## src/rtl/core/ipacl_ram.sv

```systemverilog
module ipacl_ram #(
	parameter int WIDTH = 8,
	parameter int DEPTH = 2,
	localparam int AW = (DEPTH > 1) ? $clog2(DEPTH) : 1
) (
	input  logic             clk,
	input  logic             we,
	input  logic [AW-1:0]    waddr,
	input  logic [WIDTH-1:0] wdata,
	input  logic [AW-1:0]    raddr,
	output logic [WIDTH-1:0] rdata
);

	logic [WIDTH-1:0] mem [DEPTH];
	logic [WIDTH-1:0] rdata_q;

	always_ff @(posedge clk) begin
		if (we) begin
			mem[waddr] <= wdata;
		end
		rdata_q <= mem[raddr];
	end

	assign rdata = rdata_q;

endmodule

```

## config.mk

```make
export PLATFORM = sky130hd
export DESIGN_NAME = ipacl_ram
export DESIGN_NICKNAME = d
export VERILOG_FILES = /design/src/rtl/core/ipacl_ram.sv
export SDC_FILE = /design/constraint.sdc
export NUM_CORES = 1
export LEC_CHECK = 0
export ABC_AREA = 1
export BUFFER_PORTS_ARGS = -buffer_cell sky130_fd_sc_hd__buf_4
export CORE_MARGIN = 8
export CORE_UTILIZATION = 25
export DETAILED_ROUTE_END_ITERATION = 10
export MAX_ROUTING_LAYER = met4
export SLEW_MARGIN = 20
export SYNTH_ARGS = -nofsm -noshare
export SYNTH_HDL_FRONTEND = slang
export SYNTH_SLANG_ARGS = --single-unit
```

## constraint.sdc

```tcl
create_clock -name clk -period 1.5 [get_ports clk]
set_input_delay 0.15 -clock clk [delete_from_list [all_inputs] [get_ports clk]]
set_output_delay 0.15 -clock clk [all_outputs]
set_load 0.05 [all_outputs]
```

Word-level counts from Yosys, hierarchy flattened. Memories as Yosys holds them, arrays and structs flattened. A register that Yosys moved wholly into a read port is not among the register bits. Index checks and enable logic that the tools add are counted.

Input bits: 12. Memory bits (writable): 16. Memories: 1. Output and inout port bits: 8. Register bits after elaboration: 0.

Memory list: mem (words 2, bits a word 8, rd ports 1, clocked after memory_dff 1, write ports 1, RTL line 14) `logic [WIDTH-1:0] mem [DEPTH];`.

Multiplexer cells: 2.

Operator list (count): 1-bit two-way mux (2).

Depth between registers and ports, before layout.
Depth in word-level cells: 2. Depth in mapped cells: 4.

Worst setup path before layout. OpenSTA, ideal clock, no wires.

Kind: input to register. From: input port we. To: memory mem[0][0], enable pin. Path buffers: 0. Cell stages on the path: 2. Setup time: 0.371 ns. Required time: 1.129 ns. Arrival time: 0.539 ns. Slack: 0.590 ns. Cells stage by stage: inv_1 > nor2_1.

Longest elaborated chain between the ends: 2.

Ends and longest elaborated chain: start, declared (RTL line 7) `input logic we,`; 1-bit two-way mux (RTL line 18) `if (we) begin`; 1-bit two-way mux (not written as such) (RTL line 19) `mem[waddr] <= wdata;`; end, declared (RTL line 14).

Every way passes these cells.

Final worst setup path.
From: register rdata_q[0] (netlist: rdata[0]), read port of mem. To: output port rdata[0].

RTL lines: start, declared (RTL line 15) `logic [WIDTH-1:0] rdata_q;`; end, declared (RTL line 11) `output logic [WIDTH-1:0] rdata`.

No word-level cell between the ends.

==> run metrics <==
cell internal pwr=0.000971 W; Worst setup EP type=primary output; Placer Congestion=0.704; clock power share=0.257; worst path bufs/invs=1; status=complete, no violations; Post-CTS Setup Bufs=0; non-filler cells, final=118; # rows=20; hold_buf cts=0; CTS Buf Count=3; peak supply drop=0.000598 V; compound-cell area share of the yosys netlist=0; grt ovf=0; share of cells above drive strength 1=0.294; root buffer cell=clkbuf_4; Cells after DPL=106; I/O Buffers=19; ANT nets after route=0; Via density=3.96; Core Area=0.00298 sq mm; GRT Total Usage=0.0548; Period minus WS final=976 ps; mux share of post-synthesis cell area=0; Slew Viols, Final=0; setup tns final=0 ps; switching part of the total=0.237; simple-gate portion of the synthesized area=0.128; Starting Density=0.255; drt pass-1 iters=3; unrepaired setup endpoints after global routing=no; pre-CTS setup slack=606 ps; Data required, critical path=1350 ps; Critical Path Fanout Max=1; Synth Area per Inst=14.1 sq um; CTS Sinks=24; Post-Synth XOR/XNOR Area=0; Synth Net Count=66; Area growth, synth to finish=39.0%; P_sw=0.000302 W; largest family of logic cells by synthesized area=simple AND/OR/NAND/NOR gates; # H-tree levels=1; Seq/Total Area, Yosys=0.842; placed inst area=941 sq um; crit-path leading delay family=flip-flops; Rel. slew slack=0.768; DP HPWL=912 um; max_cap viols=0; type of origin of the critical path=flip-flop; CTS clk-pin slew, worst paths=120 ps; commonest non-fill, non-tap cell in the layout=nand2_1; drt first-iter violations=19; Distinct cells, synth=7; Post-Synth Adder-Cell Area=0; chip width=71.2 um; Hold WS=108 ps; post-route DRC violation count=0; WL final=1270 um; Final nets=98; mapped cell area=761 sq um; Seq cells post-synth=24; Ports=20; pin count of the biggest net entering global routing=14; Sequential Power Share=0.603; Final setup viols=0; Largest stage delay, worst path=330 ps; via count=467; actual slew at the worst max-slew pin=348 ps; DR WL/cell=10.8 um; Antenna Diode Count=0; number of global-route vias before repair=450; leakage=0.461 nW; CTS tree=built; antenna violations before repair=0; most frequent cells in the layout=nand2_1, buf_4, edfxtp_1; FMAX=1020 MHz; PnR worst setup slack=524 ps; first-pass GRT wire length=2040 um; Die Height=71.2 um; final count of hold timing violations=0; Post-CTS Resized=0; worst clock skew=3.65 ps; CP Class=reg2out; later-pin clock latency in the skew report=300 ps; critical path arrival=830 ps; die footprint=0.00506 sq mm; Worst Hold Class=in2reg; Ys Warns=0; Syn Inst Count=54; Cell Chain, Critical Path=buf_4; Final Instance Area=0.00106 sq mm; clock buffer depth=2; pwr dens=1200 mW/mm^2; fin crit share=0.651; Slowest-stage cell, CP=dfxtp_1; Comb pwr share=0.140
-- worst paths after layout --
kind / depth (start not counted) / to / startpoint / slack, ps
setup / recovery: 1 / rdata[0] / rdata[0] / 520
hold / removal: 3 / rdata[3] / raddr / 110
setup reg to reg: 2 / rdata[5] / mem[1][5] / 870
hold reg to reg: 2 / rdata[1] / mem[0][1] / 450
-- state kept, by name (all words and copies together), names as in the netlist --
name,flops
mem,16
rdata,8
-- stage by stage --
step	total power, W	utilization
2_1_floorplan	0.000881	-
3_3_place_gp	0.000943	0.316
3_5_place_dp	0.000948	0.316
4_1_cts	0.00127	0.328
5_1_grt	0.00134	0.355
6_report	0.00127	0.355
-- power groups by stage --
| stage | Combinational [W] | Sequential, W | Clock, W |
|---|---|---|---|
| detailed placement | 0.000164 | 0.000784 | 0 |
| finish | 0.000178 | 0.000768 | 0.000328 |
| global route | 0.000192 | 0.000773 | 0.000378 |
| floorplan | 0.0000306 | 0.000850 | 0 |
| global placement | 0.000161 | 0.000782 | 0 |
| CTS | 0.000164 | 0.000769 | 0.000337 |
-- area by class of cell --
cell class / count / area [sq um]
Inverter: 3 / 11.3
Tap cell: 33 / 41.3
Multi-Input combinational cell: 26 / 97.6
Timing Repair Buffer: 28 / 230
Sequential cell: 24 / 641
Fill cell: 288 / 1920
Clock buffer: 4 / 36.3
-- Yosys cell counts, drive strengths merged --
master,n,area share
nor2,1,0.0049
nand2,25,0.12
dfxtp,8,0.21
buf,1,0.015
edfxtp,16,0.63
inv,3,0.015
-- worst reg2reg max path, delay by kind of cell, from the launching register on --
kind          cells  cell delay [ps]
flops             1              390
simple gates      2              140
-- layer usage --
layer	wire, um	global-route usage
met1	546	0.0583
met2	607	0.0816
met3	113	0.0410
met4	6	0.00693
met5	0	-
-- kinds of logic after synthesis --
logic type	Yosys count
flip-flops	24
AND/OR/NAND/NOR	26
buffers and inverters	4
No activity file was read; power rests on OpenSTA's default activity.
