<file path="src/rtl/core/ipacl_pkg.sv">
package ipacl_pkg;

	localparam int MAX_RULES_DEF = 128;

	typedef enum logic [1:0] {
		ACT_CLEAR  = 2'd0,
		ACT_ADD    = 2'd1,
		ACT_LOOKUP = 2'd2,
		ACT_NONE   = 2'd3
	} action_t;

	typedef enum logic [1:0] {
		ST_OK      = 2'd0,
		ST_FULL    = 2'd1,
		ST_NOMASK  = 2'd2,
		ST_EMPTY   = 2'd3
	} status_t;

	localparam logic [30:0] EMPTY_PERMS = 31'h7fffff;
	localparam logic [7:0]  V4_MAX_BITS = 8'd32;
	localparam logic [7:0]  V6_MAX_BITS = 8'd128;
	localparam int          ADDR_BYTES  = 16;

	typedef struct packed {
		logic [127:0] addr;
		logic [4:0]   full_bytes;
		logic [7:0]   pmask;
		logic [30:0]  perms;
	} rule_t;

	typedef struct packed {
		logic [30:0] perms;
		logic        matched;
		logic [6:0]  index;
		status_t     status;
	} result_t;

endpackage

</file>
<file path="src/rtl/core/ipacl_match.sv">
// Prefix compare of one stored rule against a lookup address.
module ipacl_match
	import ipacl_pkg::*;
(
	input  rule_t        rule,
	input  logic [127:0] addr,
	output logic         hit
);

	logic [ADDR_BYTES-1:0] byte_ok;
	logic [4:0]            full;
	logic [7:0]            rule_byte;
	logic [7:0]            addr_byte;
	logic                  part_ok;

	always_comb begin
		full = (rule.full_bytes > 5'd16) ? 5'd16 : rule.full_bytes;
		for (int k = 0; k < ADDR_BYTES; k++) begin
			byte_ok[k] = (rule.addr[127-8*k -: 8] == addr[127-8*k -: 8]) ||
				(5'(k) >= full);
		end
		rule_byte = 8'h00;
		addr_byte = 8'h00;
		for (int k = 0; k < ADDR_BYTES; k++) begin
			if (full[3:0] == 4'(k)) begin
				rule_byte = rule.addr[127-8*k -: 8];
				addr_byte = addr[127-8*k -: 8];
			end
		end
		part_ok = (rule.pmask == 8'h00) || (full == 5'd16) ||
			(rule_byte == (addr_byte & rule.pmask));
		hit = (&byte_ok) && part_ok;
	end

endmodule

</file>
<file path="config.mk">
export PLATFORM = sky130hd
export DESIGN_NAME = ipacl_match
export DESIGN_NICKNAME = d
export VERILOG_FILES = /design/src/rtl/core/ipacl_pkg.sv /design/src/rtl/core/ipacl_match.sv
export SDC_FILE = /design/constraint.sdc
export NUM_CORES = 1
export LEC_CHECK = 0
export ABC_AREA = 1
export BUFFER_PORTS_ARGS = -buffer_cell sky130_fd_sc_hd__clkbuf_2
export CORE_AREA = 2 2 118 120
export DETAILED_ROUTE_END_ITERATION = 10
export DIE_AREA = 0 0 120 122
export PLACE_DENSITY = 0.65
export SLEW_MARGIN = 20
export SYNTH_ARGS = -nofsm -noshare
export SYNTH_HDL_FRONTEND = slang
export SYNTH_SLANG_ARGS = --single-unit
</file>
<file path="constraint.sdc">
create_clock -name vclk -period 2.4
set_input_delay 0 -clock vclk [all_inputs]
set_output_delay 0 -clock vclk [all_outputs]
set_load 0.01 [all_outputs]
</file>
# ---- Word-level counts from Yosys, hierarchy flattened
# Cells that the tools add are included.
dict set report word_totals {
  ff_bits 0
  latchBits 0
  mem_bits_rw 0
  mem_bits_ro 0
  in_bits 300
  word_cells 106
  mem_count 0
}
dict set report op_classes {
  addsub 0
  n_mul 0
  n_div 0
  order_cmp 17
  n_eq_ne 33
  shifts 0
  muxes 33
  bitwise_logic 1
  reduce_logical 22
}
# operator n
set op_table {}
lappend op_table {{$mux 8} 32}
lappend op_table {{$eq 8x8->1} 17}
lappend op_table {{$ge 4x5->1 const A} 8}
lappend op_table {{$eq 4x4->1 const B} 8}
lappend op_table {{$ge 3x5->1 const A} 4}
lappend op_table {{$logic_or 1x1->1} 18}
lappend op_table {{$eq 4x3->1 const B} 4}
lappend op_table {{$reduce_and 16->1} 1}
lappend op_table {{$ge 1x5->1 const A} 2}
lappend op_table {{$ge 2x5->1 const A} 2}
lappend op_table {{$and 8x8->8} 1}
lappend op_table {{$eq 4x2->1 const B} 2}
lappend op_table {{$logic_not 8->1} 1}
lappend op_table {{$eq 5x5->1 const B} 1}
lappend op_table {{$gt 5x5->1 const B} 1}
lappend op_table {{$mux 5} 1}
lappend op_table {{$eq 4x1->1 const B} 1}
lappend op_table {{$logic_not 4->1} 1}
lappend op_table {{$logic_and 1x1->1} 1}

# ---- Longest topological paths before layout
dict set report depth {
  ltp_word 23
  ltp_mapped 22
  ltp_nobuf 20
}

# ---- Worst setup path after synthesis
# OpenSTA, ideal clock, no wires.
dict set report synth_timing {
  path_type {in2out}
  start {input rule[41] in the netlist's numbering}
  end {output hit}
  arrival_time_ps 1790
  required_ps 2400
  slack_ps 610
  path_stages 19
  cell_sequence {buf_2 nor2_4 clkbuf_1 nand4_1 nand3_1 o21bai_1 nand3_1 nand2_1 nand2_1 nand2_1 nand4_1 nand2_1 a21oi_1 nand2_1 nand2_1 nand2_1 nor2_1 nand2_1 a21oi_1}
}
dict set report synth_between {
  elab_chain_len 23
  elab_cells_between_ends 89
  cone_classes {order compare (17); eq/ne (17); mux (33); bitwise (1); reduce/logical (21)}
}
# item line
set synth_lines {}
lappend synth_lines {{start, declared} ipacl_match.sv:5} ;# input rule_t rule,
lappend synth_lines {{$gt 5x5->1} ipacl_match.sv:17} ;# full = (rule.full_bytes > 5'd16) ? 5'd16 : rule.full_bytes;
lappend synth_lines {{$mux 5 *} ipacl_match.sv:17}
lappend synth_lines {{$logic_not 4->1} ipacl_match.sv:25} ;# if (full[3:0] == 4'(k)) begin
lappend synth_lines {{$mux 8 (16 in a row)} ipacl_match.sv:25}
lappend synth_lines {{$and 8x8->8} ipacl_match.sv:31} ;# (rule_byte == (addr_byte & rule.pmask));
lappend synth_lines {{$eq 8x8->1} ipacl_match.sv:31}
lappend synth_lines {{$logic_or 1x1->1} ipacl_match.sv:30} ;# part_ok = (rule.pmask == 8'h00) || (full == 5'd16) ||
lappend synth_lines {{$logic_and 1x1->1 *} ipacl_match.sv:32} ;# hit = (&byte_ok) && part_ok;
lappend synth_lines {{end, declared} ipacl_match.sv:7} ;# output logic hit
# Mark *: on every way between the ends. The rest lies on a longest branch, timed or not.

# ---- Final worst setup path
dict set report layout_timing {
  start {input rule[40] in the netlist's numbering}
  end {output hit}
}
# Same word-level chain as after synthesis.

==> run metrics <==
crit path capture hit; top-level port count approximately 300; Residual DRC 0; nets 1,435; CP required between 2 and 2.5 ns; Synth Area per Inst approximately 5.2 um^2; drt first pass iters 5; fin crit share 0.994; Post-Synthesis Cells approximately 800; via-per-instance ratio slightly above 5; die width approximately 120 um; Worst setup startpoint rule[40]; run status complete, no violations; register area share after synthesis 0; Tmin final between 2 and 2.5 ns; share of cells above drive strength 1 0.366; crit path max fanout 4; Die Area roughly 15,000 um^2; Fill cells around 1,500; relative slew slack 0.621; area grow syn2layout 54.4%; critical path type in -> out; number of global-route vias before repair roughly 6,400; crit path DAT roughly 2.4 ns; hold crit path type in -> out; max-cap violation count 0; worst-margin pin slew 0.554 ns; cell taking the most area after synthesis nand2_1; Die H ~120 um; PnR Total Power about 1100 uW; seq_cells 0; Ys Warns 0; Core ar. roughly 14,000 um^2; WL/cell about 17 um; Yosys cell types 44; Synthesized Nets about 1,100; I/O Buffers between 200 and 300; Worst setup SP type input pin; num rows 43; grt ovf 0; final setup fails 0; vias after detailed routing about 6,700; top cell type's share of synthesized area 0.234; unrepaired setup endpoints after global routing true; clkbuf count 0; first-pass GRT wire length 33,600 um; Area contributors post-synth nand2_1, xnor2_1, nand4_1; Lkg Pwr ~0.0034 uW; largest net degree at the start of global routing 26; drt first-iter violations roughly 680; CP Capture Type output pin; DP Wirelength 19,500 um; Fin Hold WS ~0.5 ns; Initial Util 0.318; initial antenna violation count 1; Total GRT Usage 0.290; worst vdd ir a little under 70 uV; fmax 419 MHz; ANT nets after route 0; Mapped Area 4290 um^2; FF+latch area 0 um^2; final hold viol count 0; Power per Cell Area approximately 170 nW/um^2; Post-Route WL between 20,000 and 25,000 um; final max-slew violation count 0; Post-CTS Hold Fix Bufs 0; Final Util 0.491; GP Congestion just under 1
## cell type report
cell class                 instances  area, um^2  area share
timing repair buffer             334        2050       0.309
multi-input combinational        700        3980       0.600
antenna                            2        5.00    0.000755
inverter                          99         377      0.0568
tap                              180         225      0.0340
## cell usage after synthesis (2+ instances only)
cell type,instances
o2111ai_1,2
xor2_1,30
nor3_1,4
nor2_2,6
nor4_1,13
o21ai_1,5
nand3_1,55
buf_4,5
a21oi_1,42
o21ai_0,11
xnor2_1,69
nand2_2,4
o221ai_1,2
o22ai_1,4
or2_0,3
a211oi_1,3
clkinv_1,2
inv_1,88
buf_2,18
o21bai_1,5
inv_2,9
or2_2,15
nor2_4,9
nand2_1,268
nor2_1,56
o21a_1,7
nor3_2,2
nand4_1,70
## worst min path at each step
stage             start   to  slack, ns  cells after the start
6_report       rule[37]  hit       0.50                      5
5_1_grt        rule[37]  hit       0.53                      5
4_1_cts        rule[37]  hit       0.48                      5
3_5_place_dp   rule[37]  hit       0.46                      5
3_3_place_gp   rule[37]  hit       0.46                      5
2_1_floorplan  rule[43]  hit       0.20                      2
## cells in the final DEF (no fill, tap or decap), types with 2 or more instances in the layout
| master | netlist | final |
|---|---|---|
| nand4_1 | 70 | 70 |
| nor2_4 | 9 | 11 |
| buf_2 | 18 | 2 |
| inv_2 | 9 | 10 |
| o221ai_1 | 2 | 2 |
| nor2_1 | 56 | 50 |
| nor2_2 | 6 | 11 |
| inv_1 | 88 | 87 |
| a21oi_1 | 42 | 39 |
| nand2_2 | 4 | 9 |
| o21ai_2 | 0 | 2 |
| nand3_2 | 1 | 4 |
| xor2_1 | 30 | 30 |
| buf_6 | 0 | 5 |
| o21ai_1 | 5 | 3 |
| o22ai_1 | 4 | 3 |
| nand2_4 | 0 | 5 |
| diode_2 | 0 | 2 |
| nor3_1 | 4 | 4 |
| clkbuf_8 | 0 | 2 |
| xnor2_1 | 69 | 69 |
| o21bai_4 | 0 | 2 |
| o21bai_1 | 5 | 2 |
| or2_2 | 15 | 15 |
| or2_0 | 3 | 3 |
| nand3_1 | 55 | 51 |
| nand2_1 | 268 | 257 |
| o21a_1 | 7 | 7 |
| clkbuf_2 | 0 | 265 |
| o2111ai_1 | 2 | 2 |
| a21oi_2 | 1 | 3 |
| o21ai_0 | 11 | 11 |
| buf_12 | 0 | 12 |
| buf_4 | 5 | 46 |
| nor4_1 | 13 | 13 |
| a211oi_1 | 3 | 3 |
## routing by layer
layer,part of all wire,vias to the layer above,track usage,wire [um]
met3,0.082,40,0.0332,1840
met1,0.42,2963,0.366,9280
met2,0.48,364,0.527,10600
met4,0.025,0,0.0647,547
met5,0,-,0,0
li1,-,3340,-,-
## metrics by stage
stage,setup WS [ns],setup TNS [ns],std cells,instance area (um^2)
final,0.0145,0,1315,6630
after global routing,-0.127,-0.127,1314,6630
after CTS,0.000645,0,1301,6350
after detailed placement,-0.126,-0.126,1294,6180
after global placement,-0.121,-0.121,1294,6180
after floorplan,0.610,0,823,4290
## power by group
group	leakage (uW)	internal (uW)	switching (uW)	total [uW]
combinational	0.00343	495	605	1100
sequential	0	0	0	0
clock	0.0000000127	0.000112	0	0.000112
total	0.00343	495	605	1100
## cell families after synthesis
family                    after synthesis  share of synthesized area
AOI/OAI and AO/OA                      92                      0.132
xor gates and xnor gates               99                      0.202
buffers and inverters                 124                      0.118
and+or+nand+nor                       508                      0.548
## critical path: stages
cell and delay, ns:
clkbuf_8 0.11, nor2_2 0.05, buf_4 0.14, nand2_4 0.09, nand2_8 0.07, buf_6 0.12
nand2_1 0.06, nand3_2 0.08, nor3_4 0.20, nand4_1 0.11, nor2_1 0.14, nand4_1 0.14
nand2_1 0.10, nand4_1 0.13, inv_2 0.07, nand2_1 0.04, nand2_1 0.07, nand2_1 0.07
nor2_2 0.17, nand2_1 0.11, a21oi_2 0.15, buf_2 0.15
## repair_timing
item	in CTS	in global routing
buffers inserted	8	10
gates resized for setup	17	44
hold endpoints to repair	0	0
setup endpoints to repair	1	1
gates cloned	0	2
pin swaps	13	45
Note: power is estimated with default switching activity, not from simulation.
